--- src/rtl/fpp_pkg.sv ---
// Package for the double-to-PCM sample packer: format codes and the
// pipeline stage structures. No dependencies.
package fpp_pkg;

	typedef enum logic [2:0] {
		FMT_PCM16 = 3'd0,
		FMT_PCM24 = 3'd1,
		FMT_PCM32 = 3'd2,
		FMT_F32   = 3'd3,
		FMT_F64   = 3'd4
	} fmt_t;

	typedef struct packed {
		logic        valid;
		logic [2:0]  fmt;
		logic        pad;
		logic [63:0] bits;
	} s1_t;

	typedef struct packed {
		logic        valid;
		logic [3:0]  nbytes;
		logic [63:0] word;
	} word_t;

endpackage

--- src/rtl/fpp_pcm_conv.sv ---
// PCM conversion stages: exponent decode and saturation, then the
// magnitude shift and two's complement. Depends on fpp_pkg.
module fpp_pcm_conv (
	input  logic clk,
	input  fpp_pkg::s1_t in_s1,
	output logic [31:0] pcm_s3
);
	import fpp_pkg::*;

	logic [10:0] exp_w;
	logic [4:0]  nm1_w;
	logic        zero_s2, sat_s2, neg_s2;
	logic [5:0]  sh_s2;
	logic [4:0]  nm1_s2;
	logic [52:0] man_s2;
	logic [31:0] mag_w, sat_w, val_w;

	assign exp_w = in_s1.bits[62:52];
	always_comb begin
		case (in_s1.fmt)
			FMT_PCM16: nm1_w = 5'd15;
			FMT_PCM24: nm1_w = 5'd23;
			default:   nm1_w = 5'd31;
		endcase
	end

	always_ff @(posedge clk) begin
		neg_s2  <= in_s1.bits[63];
		nm1_s2  <= nm1_w;
		man_s2  <= {1'b1, in_s1.bits[51:0]};
		zero_s2 <= in_s1.pad || (exp_w < 11'd1023 - 11'(nm1_w))
			|| (exp_w == 11'h7FF && in_s1.bits[51:0] != 52'd0);
		sat_s2  <= (exp_w >= 11'd1023);
		sh_s2   <= 6'(11'd1075 - 11'(nm1_w) - exp_w);
	end

	assign mag_w = 32'(man_s2 >> sh_s2);
	assign sat_w = neg_s2 ? (32'd1 << nm1_s2) : ((32'd1 << nm1_s2) - 32'd1);
	assign val_w = sat_s2 ? sat_w : mag_w;

	always_ff @(posedge clk) begin
		if (zero_s2)
			pcm_s3 <= 32'd0;
		else
			pcm_s3 <= neg_s2 ? (~val_w + 32'd1) : val_w;
	end
endmodule

--- src/rtl/fpp_f32_conv.sv ---
// Float32 rounding stages: exponent rebias, subnormal shift and
// round-to-nearest-even. Depends on fpp_pkg.
module fpp_f32_conv (
	input  logic clk,
	input  fpp_pkg::s1_t in_s1,
	output logic [31:0] f32_s3
);
	import fpp_pkg::*;

	logic        sgn_s2, nan_s2, inf_s2, tiny_s2;
	logic [22:0] nanm_s2;
	logic [7:0]  e_s2;
	logic [6:0]  sh_s2;
	logic [52:0] man_s2;
	logic [62:0] mag;
	logic [12:0] e32;
	logic [54:0] ext;
	logic [54:0] shifted;
	logic        sticky;
	logic [23:0] sig;
	logic        g, r;
	logic [31:0] base;

	assign mag = in_s1.bits[62:0];
	assign e32 = 13'(in_s1.bits[62:52]) - 13'd896;

	always_ff @(posedge clk) begin
		sgn_s2  <= in_s1.bits[63];
		nanm_s2 <= in_s1.bits[51:29];
		nan_s2  <= mag > 63'h7FF0000000000000;
		inf_s2  <= mag >= 63'h47EFFFFFF0000000;
		tiny_s2 <= in_s1.bits[62:52] < 11'd846;
		man_s2  <= {in_s1.bits[62:52] != 11'd0, in_s1.bits[51:0]};
		e_s2    <= (e32[12] || e32 == 13'd0) ? 8'd0 : e32[7:0];
		sh_s2   <= (e32[12] || e32 == 13'd0) ? 7'(13'd1 - e32) : 7'd0;
	end

	// Shift the 53-bit significand right for subnormals, keeping sticky.
	always_comb begin
		ext     = {man_s2, 2'b00};
		shifted = (sh_s2 > 7'd54) ? 55'd0 : (ext >> sh_s2);
		sticky  = (sh_s2 > 7'd54) ? (man_s2 != 53'd0)
			: ((ext & ~(55'h7FFFFFFFFFFFFF << sh_s2)) != 55'd0);
		sig     = shifted[54:31];
		g       = shifted[30];
		r       = (shifted[29:0] != 30'd0) || sticky;
		base    = {1'b0, e_s2, sig[22:0]};
	end

	always_ff @(posedge clk) begin
		if (nan_s2)
			f32_s3 <= {sgn_s2, 9'h1FF, 22'd0} | {9'd0, nanm_s2};
		else if (inf_s2)
			f32_s3 <= {sgn_s2, 31'h7F800000};
		else if (tiny_s2)
			f32_s3 <= {sgn_s2, 31'd0};
		else
			f32_s3 <= {sgn_s2, 31'(base + 32'(g && (r || sig[0])))};
	end
endmodule

--- src/rtl/fpp_serializer.sv ---
// Byte serialiser with a word queue of two entries: emits one byte a
// cycle, least significant first. Depends on fpp_pkg.
module fpp_serializer (
	input  logic clk,
	input  logic arst_n,
	input  fpp_pkg::word_t in_w,
	output logic full,
	output logic [7:0] out_byte,
	output logic last,
	output logic strobe
);
	import fpp_pkg::*;

	word_t      q0_q, q1_q;
	logic [2:0] k_q;
	logic       done;

	assign done     = q0_q.valid && (4'(k_q) + 4'd1 == q0_q.nbytes);
	assign strobe   = q0_q.valid;
	assign out_byte = 8'(q0_q.word >> {k_q, 3'b000});
	assign last     = done;
	assign full     = q1_q.valid;

	always_ff @(posedge clk or negedge arst_n) begin
		if (!arst_n) begin
			q0_q.valid <= 1'b0;
			q1_q.valid <= 1'b0;
			k_q <= 3'd0;
		end else begin
			if (done || !q0_q.valid) begin
				k_q <= 3'd0;
				if (q1_q.valid) begin
					q0_q <= q1_q;
					q1_q <= in_w;
				end else begin
					q0_q <= in_w;
					q1_q.valid <= 1'b0;
				end
			end else begin
				k_q <= k_q + 3'd1;
				if (in_w.valid)
					q1_q <= in_w;
			end
		end
	end
endmodule

--- src/rtl/float_to_pcm_sample_packer_top.sv ---
// Top level of the double-to-PCM sample packer. Depends on fpp_pkg,
// fpp_pcm_conv, fpp_f32_conv and fpp_serializer.
//
// A request is taken on a rising edge with start high and busy low. It
// passes three register stages of conversion (decode, shift or round,
// select) and then a two-entry word queue feeding the byte serialiser.
// Bytes leave one a cycle with strobe high, least significant first, and
// last marks the final byte of a sample: 2, 3, 4 or 8 bytes by format.
// The first byte reaches the outputs after stages s1, s2 and s3 and the
// head of the word queue. Busy is high while two or more requests are
// held between the input and the output, so two requests may follow each
// other with no gap. The byte-wide output bounds the rate: the 4- and
// 8-byte formats keep it busy from sample to sample, while the pipeline
// depth leaves gaps between 16-bit and 24-bit PCM samples. The receiver
// cannot stall. Format codes five to seven drop the request with no bytes.
// The format register is to be written over cfg_valid/cfg_ready only while
// idle; the block itself does not enforce this.
// Reset clears the format to 16-bit PCM and empties the pipeline.
module float_to_pcm_sample_packer_top (
	input  logic        clk,
	input  logic        arst_n,
	input  logic        start,
	output logic        busy,
	input  logic [63:0] sample_bits,
	input  logic        pad,
	input  logic        cfg_valid,
	output logic        cfg_ready,
	input  logic [2:0]  cfg_data,
	output logic [7:0]  out_byte,
	output logic        last,
	output logic        strobe
);
	import fpp_pkg::*;

	logic [2:0]  fmt_q;
	s1_t         s1;
	logic        v_s1, v_s2, v_s3;
	logic        pad_s1, pad_s2, pad_s3;
	logic [2:0]  fmt_s1, fmt_s2, fmt_s3;
	logic [63:0] bits_s1, bits_s2, bits_s3;
	logic [31:0] pcm_s3, f32_s3;
	logic [2:0]  held;
	word_t       w;
	logic        full;

	assign cfg_ready = 1'b1;
	assign s1 = {v_s1, fmt_s1, pad_s1, bits_s1};
	assign held = 3'(v_s1) + 3'(v_s2) + 3'(v_s3) + 3'(strobe) + 3'(full);
	assign busy = (held >= 3'd2);

	always_ff @(posedge clk or negedge arst_n) begin
		if (!arst_n) begin
			fmt_q <= FMT_PCM16;
			v_s1 <= 1'b0;
			v_s2 <= 1'b0;
			v_s3 <= 1'b0;
		end else begin
			if (cfg_valid)
				fmt_q <= cfg_data;
			v_s1 <= start && !busy && fmt_q <= FMT_F64;
			v_s2 <= v_s1;
			v_s3 <= v_s2;
		end
	end

	always_ff @(posedge clk) begin
		fmt_s1 <= fmt_q;
		pad_s1 <= pad;
		bits_s1 <= sample_bits;
		fmt_s2 <= fmt_s1;
		pad_s2 <= pad_s1;
		bits_s2 <= bits_s1;
		fmt_s3 <= fmt_s2;
		pad_s3 <= pad_s2;
		bits_s3 <= bits_s2;
	end

	fpp_pcm_conv u_pcm (.clk, .in_s1(s1), .pcm_s3);
	fpp_f32_conv u_f32 (.clk, .in_s1(s1), .f32_s3);

	always_comb begin
		w.valid = v_s3;
		unique case (fmt_s3)
			FMT_PCM16: begin w.nbytes = 4'd2; w.word = {48'd0, pcm_s3[15:0]}; end
			FMT_PCM24: begin w.nbytes = 4'd3; w.word = {40'd0, pcm_s3[23:0]}; end
			FMT_PCM32: begin w.nbytes = 4'd4; w.word = {32'd0, pcm_s3}; end
			FMT_F32:   begin w.nbytes = 4'd4; w.word = {32'd0, f32_s3}; end
			default:   begin w.nbytes = 4'd8; w.word = bits_s3; end
		endcase
		if (pad_s3)
			w.word = 64'd0;
	end

	fpp_serializer u_ser (.clk, .arst_n, .in_w(w), .full, .out_byte, .last, .strobe);

	a_last_strobe: assert property (@(posedge clk) disable iff (!arst_n)
		last |-> strobe) else $error("last without strobe");
	a_no_overflow: assert property (@(posedge clk) disable iff (!arst_n)
		!(v_s3 && full)) else $error("word arrives at a full queue");
	a_drop_unused: assert property (@(posedge clk) disable iff (!arst_n)
		(start && !busy && fmt_q > FMT_F64) |=> !v_s1)
		else $error("request with an unused format entered the pipeline");
endmodule

--- config.mk ---
export PLATFORM = sky130hd
export DESIGN_NAME = float_to_pcm_sample_packer_top
export DESIGN_NICKNAME = d
export VERILOG_FILES = /design/src/rtl/fpp_pkg.sv /design/src/rtl/fpp_pcm_conv.sv /design/src/rtl/fpp_f32_conv.sv /design/src/rtl/fpp_serializer.sv /design/src/rtl/float_to_pcm_sample_packer_top.sv
export SDC_FILE = /design/constraint.sdc
export NUM_CORES = 1
export LEC_CHECK = 0
export ABC_AREA = 1
export BUFFER_PORTS_ARGS = -buffer_cell sky130_fd_sc_hd__buf_2
export CORE_MARGIN = 5
export CORE_UTILIZATION = 50
export DETAILED_ROUTE_END_ITERATION = 8
export PLACE_DENSITY = 0.76
export SYNTH_ARGS = -nofsm -noshare
export SYNTH_HDL_FRONTEND = slang
export SYNTH_SLANG_ARGS = --single-unit
--- constraint.sdc ---
create_clock -name clk -period 10.15 [get_ports clk]
set_input_delay 1.5225 -clock clk [delete_from_list [all_inputs] [get_ports clk]]
set_output_delay 1.5225 -clock clk [all_outputs]
set_load 0.01 [all_outputs]
# Word level (Yosys, flattened, before mapping)
# Index checks and enable logic that the tools add are counted.
[totals]
register_bits = 575
inputBits = 72
out_inout_bits = 12
wordCells = 114
[classes]
addsub = 14
n_lt_le_gt_ge = 8
eq_ne = 7
n_shift = 5
mux = 17
bitwise = 4
n_reduce_logical = 24
[op_table]
columns = ["operator", "count"]
rows = [
  ["68-bit case mux with 4 select lines", 1],
  ["69-bit two-way mux", 3],
  ["32-bit two-way mux", 4],
  ["68-bit two-way mux", 1],
  ["64-bit two-way mux", 1],
  ["64-bit by 6-bit >> shifter with 8-bit output", 1],
  ["63-bit >= comparator (second input constant)", 1],
  ["63-bit greater-than comparator (second input constant)", 1],
  ["31-bit two-way mux", 2],
  ["55-bit AND", 1],
  ["55-bit NOT", 1],
  ["55-bit nonzero test", 1],
  ["55-bit by 7-bit << shifter with 55-bit output (first input constant)", 1],
  ["55-bit by 7-bit >> shifter with 54-bit output", 1],
  ["54-bit two-way mux", 1],
  ["53-bit nonzero test", 1],
  ["53-bit by 6-bit >> shifter with 32-bit output", 1],
  ["52-bit nonzero test", 1],
  ["32-bit by 1-bit adder with 32-bit output (second input constant)", 1],
  ["32-bit NOT", 1],
  ["32-bit by 23-bit OR with 32-bit output", 1],
  ["1-bit by 5-bit << shifter with 32-bit output (first input constant)", 1],
  ["32-bit by 1-bit subtractor with 32-bit output (second input constant)", 1],
  ["31-bit by 1-bit adder with 31-bit output", 1],
  ["other kinds (34)", 49],
]

# Logic depth before layout (Yosys ltp)
[depth]
depth_word = 12
ltp_mapped = 25
ltp_nobuf = 23

# Hierarchy
# Synthesis repeated with hierarchy kept, for this count alone.
[unflattened]
cells_unflattened = 3458
area_unflattened_um2 = 26190.1
[by_module_without_submodules]
columns = ["mod", "instances", "cells_each", "area_each_um2", "seq_area_each_um2"]
rows = [
  ["fpp_f32_conv", 1, 1299, 7978.9, 2082.0],
  ["fpp_pcm_conv", 1, 1181, 6967.9, 1901.8],
  ["fpp_serializer", 1, 524, 5858.1, 4209.0],
  ["float_to_pcm_sample_packer_top", 1, 454, 5385.2, 4234.1],
]

# Worst setup path before layout
# OpenSTA, ideal clock, no wires.
[synth_path]
kind = "input port to flip-flop"
from = "input port arst_n"
to = "register u_ser.q1_q[0] (netlist bit), enable pin"
setup_time_ps = 596
arrival_ps = 6609
t_required_ps = 9554
setup_slack_ps = 2945
path_stages = 2
path_buffers = 0
path_cell_list = "inv_1 a211oi_1"
[synth_via]
elab_chain_cells = 1
[synth_lines]
columns = ["item", "line_no", "rtl"]
rows = [
  ["from (decl)", "float_to_pcm_sample_packer_top.sv:21", "input logic arst_n,"],
  ["3-bit AND reduction (no line)", "-", ""],
  ["to (signal assigned)", "fpp_serializer.sv:34", "q1_q <= in_w;"],
  ["to (signal assigned)", "fpp_serializer.sv:42", "q1_q <= in_w;"],
  ["to (decl)", "fpp_serializer.sv:14", "word_t q0_q, q1_q;"],
]
# Every way passes these cells.
# A chain may end at the register's enable or synchronous reset.

# Worst setup path in the final report
[layout_path]
from = "register u_ser.k_q[0]"
to = "output port out_byte[0]"
[layout_via]
elab_chain_cells = 1
[layout_lines]
columns = ["item", "line_no", "rtl"]
rows = [
  ["from (decl)", "fpp_serializer.sv:15", "logic [2:0] k_q;"],
  ["from (signal assigned)", "fpp_serializer.sv:40", "k_q <= k_q + 3'd1;"],
  ["64-bit by 6-bit >> shifter with 8-bit output", "fpp_serializer.sv:20", "assign out_byte = 8'(q0_q.word >> {k_q, 3'b000});"],
  ["to (decl)", "float_to_pcm_sample_packer_top.sv:29", "output logic [7:0] out_byte,"],
]
# Every way passes these cells.

==> summary.txt <==
Global routing
  • Initial antenna violation count: 4
  • Largest net degree at the start of global routing: 81
  • Global route overflow: 0
  • First-pass GRT wire length: 118,000 um
  • Total track usage: 0.298
  • Vias in the first global route: between 20,000 and 25,000

STA
  • Skew final: 0.0361 ns
  • Final period utilization: 0.458
  • TNS Setup: 0 ns
  • Fmax: 215 MHz
  • Worst hold margin: around 0.33 ns
  • Endpoints failing setup: 0
  • Worst Tran Pin Value: about 1.2 ns
  • Unrepaired setup endpoints after global routing: no
  • Final worst slack: 5.50 ns
  • Slew Limit Fails: 0
  • Final hold vios: 0
  • Tmin final: 4.65 ns
  • Slew HR: 0.208

Floorplanning
  • Initial core utilization: 0.507
  • DIE HEIGHT: 225 um
  • Row Count: 78
  • Core ar.: ~0.045 sq mm
  • Chip width: roughly 220 um
  • Die Area: 0.0505 sq mm
  • IO Pins: 84

Critical path
  • Worst Path Required: 8.63 ns
  • Max stage delay on crit path: 1.06 ns
  • Reg2reg start: u_pcm.sh_s2[1]
  • Worst Path Arrival: 3.13 ns
  • Critical Path Sink Type: primary output
  • Crit path cell chain: inv_1, o21ai_0, a31oi_1, buf_2
  • Startpoint Class: flop
  • Crit-path slowest cell: dfrtp_1
  • Crit-path max FO: 37
  • Worst Setup SP: u_ser.k_q[0]
  • WS Path Type: reg2out

Cells and area
  • Post-route core utilization: 0.551
  • Antenna diodes: 0
  • Post-Layout Cell Count: 3,821
  • Filler instances: 4,351
  • Layout Nets: 3,281
  • Final instance area: between 0.02 and 0.03 sq mm
  • Fraction of layout cells with a size suffix above 1: 0.0944
  • Area grow syn2layout: 8.78%

Logic synthesis
  • #FFs+latches synth: 442
  • Main flop type after synthesis: dfxtp_1
  • Async SR Flop Fraction: 0.0249
  • Synth area leaders: dfxtp_1, edfxtp_1, nand2_1, nand3_1, nor2_1
  • Netlist Area Pre-Place: 0.0231 sq mm
  • Synth Instances: 3,198
  • Synth warnings: 0
  • Syn avg cell area: 7.21 sq um
  • Sequential-to-total area share from yosys stat: 0.445
  • EDFF count, synth: about 140
  • Post-synth cell types: 66
  • Biggest area consumer among synthesized cells: dfxtp_1
  • Syn Nets: between 3,000 and 4,000
  • Most frequent cells after synthesis: nand2_1, nand3_1, dfxtp_1, nor2_1, inv_1
  • Post-synth top area share: 0.256
  • Top-count cell post-synth: nand2_1

Clock network
  • CTS Hold Bufs: 0
  • Post_cts resized: 0
  • Reg clk slew, reported paths: 0.06 ns
  • Skew-Pair Late Insertion Delay: between 0.5 and 0.6 ns
  • Post-CTS setup buffer count: 0
  • CTS sink count: approximately 440
  • Root buf cell: clkbuf_16
  • Clock buffer depth: 3
  • CTS buffer count: 43
  • CTS tree: built
  • H-tree levels: 2

Placed design
  • DP Worst Slack: just over 6 ns
  • Cell Area, Placed: roughly 0.024 sq mm
  • Port bufs: a little over 80
  • Post-DP HPWL: between 50,000 and 60,000 um
  • Placer's final routability congestion estimate: just over 1
  • Placed Cells: about 3,700

Flow run
  • Max Cap Viol: 0

Min path
  • Hold Startpoint: fmt_s2[0]
  • Hold Crit Class: reg2reg

Drt
  • Via count: 22,257
  • # DRC: 0
  • DRT iter0 DRCs: 2,898
  • DR WL/cell: 20.2 um
  • Pre-antenna DRT Iters: 7
  • Via-per-instance ratio: 5.82
  • Final Routed Wirelength: 77,000 um
  • Post-route antenna net violation count: 0

Power
  • Tot Pwr: roughly 5.6 mW
  • Pwr/cell area: 225 mW/mm^2
  • Leak: 11.0 nW
  • Peak VDD IR: 0.333 mV

Outcome
  • Outcome: completed
## where the power goes
part / internal (mW) / switching (mW) / leakage (nW) / total (mW)
clock: 0.919 / 0.695 / 0.703 / 1.61
combinational: 0.466 / 1.17 / 6.44 / 1.64
sequential: 2.20 / 0.186 / 3.87 / 2.39
## placed cells by master (no fill, tap or decap), types with 19 or more instances in the layout
cell type	count
nand2_2	27
ha_1	21
o21ai_1	41
o21ai_0	131
edfxtp_1	136
a211oi_1	28
nor3_1	35
a21oi_1	90
nor2_2	22
nor4_1	22
nand4_1	32
nor2_1	280
inv_2	19
buf_2	82
nand2_1	1033
dfxtp_1	289
nand3_1	480
clkbuf_16	44
buf_4	26
a31oi_1	22
inv_1	160
## area by class of cell
cell class	count	area [sq um]	share of cell area
inverters	188	716	0.0285
clock buffers	61	1240	0.0496
multi-input cells	2403	11300	0.450
flip-flops and latches	442	10300	0.410
repair buffers	108	606	0.0241
well taps	600	751	0.0299
clock inverters	19	206	0.00823
## worst max-delay path: cells and delay by family (launching register included)
kind	cells	cell delay (ns)
AO/OA/AOI/OAI	2	0.63
buffers and inverters	2	0.86
flip-flops	1	1.06
## cell families (layout without fill, tap and decap cells)
kind of cell	after synthesis	count (layout)	synth area share
AND/OR/NAND/NOR	1986	1986	0.375
multiplexers	3	3	0.00147
XOR/XNOR	11	11	0.00418
flip-flops	442	442	0.445
adder cells (fa/ha/maj)	23	23	0.0131
other	1	1	0.000163
buffers and inverters	353	376	0.0665
AO/OA/AOI/OAI	379	379	0.0943
## final timing paths
path,endpoint,slack [ns],cells after the start
setup / recovery,out_byte[0],5.50,4
hold / removal,fmt_s3[0],0.33,0
setup reg to reg,u_pcm.pcm_s3[24],6.21,19
hold reg to reg,fmt_s3[0],0.33,0
max in group asynchronous,u_ser.full,9.07,1
min in group asynchronous,u_ser.k_q[0],0.83,1
## registers in the layout, indices dropped and copies added, names as in the netlist, 11 cells and up
| name | count |
|---|---|
| u_f32.f32_s3 | 32 |
| u_pcm.pcm_s3 | 32 |
| u_f32.nanm_s2 | 22 |
| bits_s1 | 64 |
| u_f32.man_s2 | 31 |
| u_ser.q0_q | 68 |
| u_ser.q1_q | 68 |
| bits_s2 | 11 |
| bits_s3 | 63 |
## layer usage
metal	up-vias	wire (um)	track usage
met1	10041	30500	0.404
met4	2	4310	0.144
met5	-	15	0
met2	1281	33900	0.461
li1	10655	-	-
met3	278	8320	0.0557
Note: power is estimated with default switching activity, not from simulation.
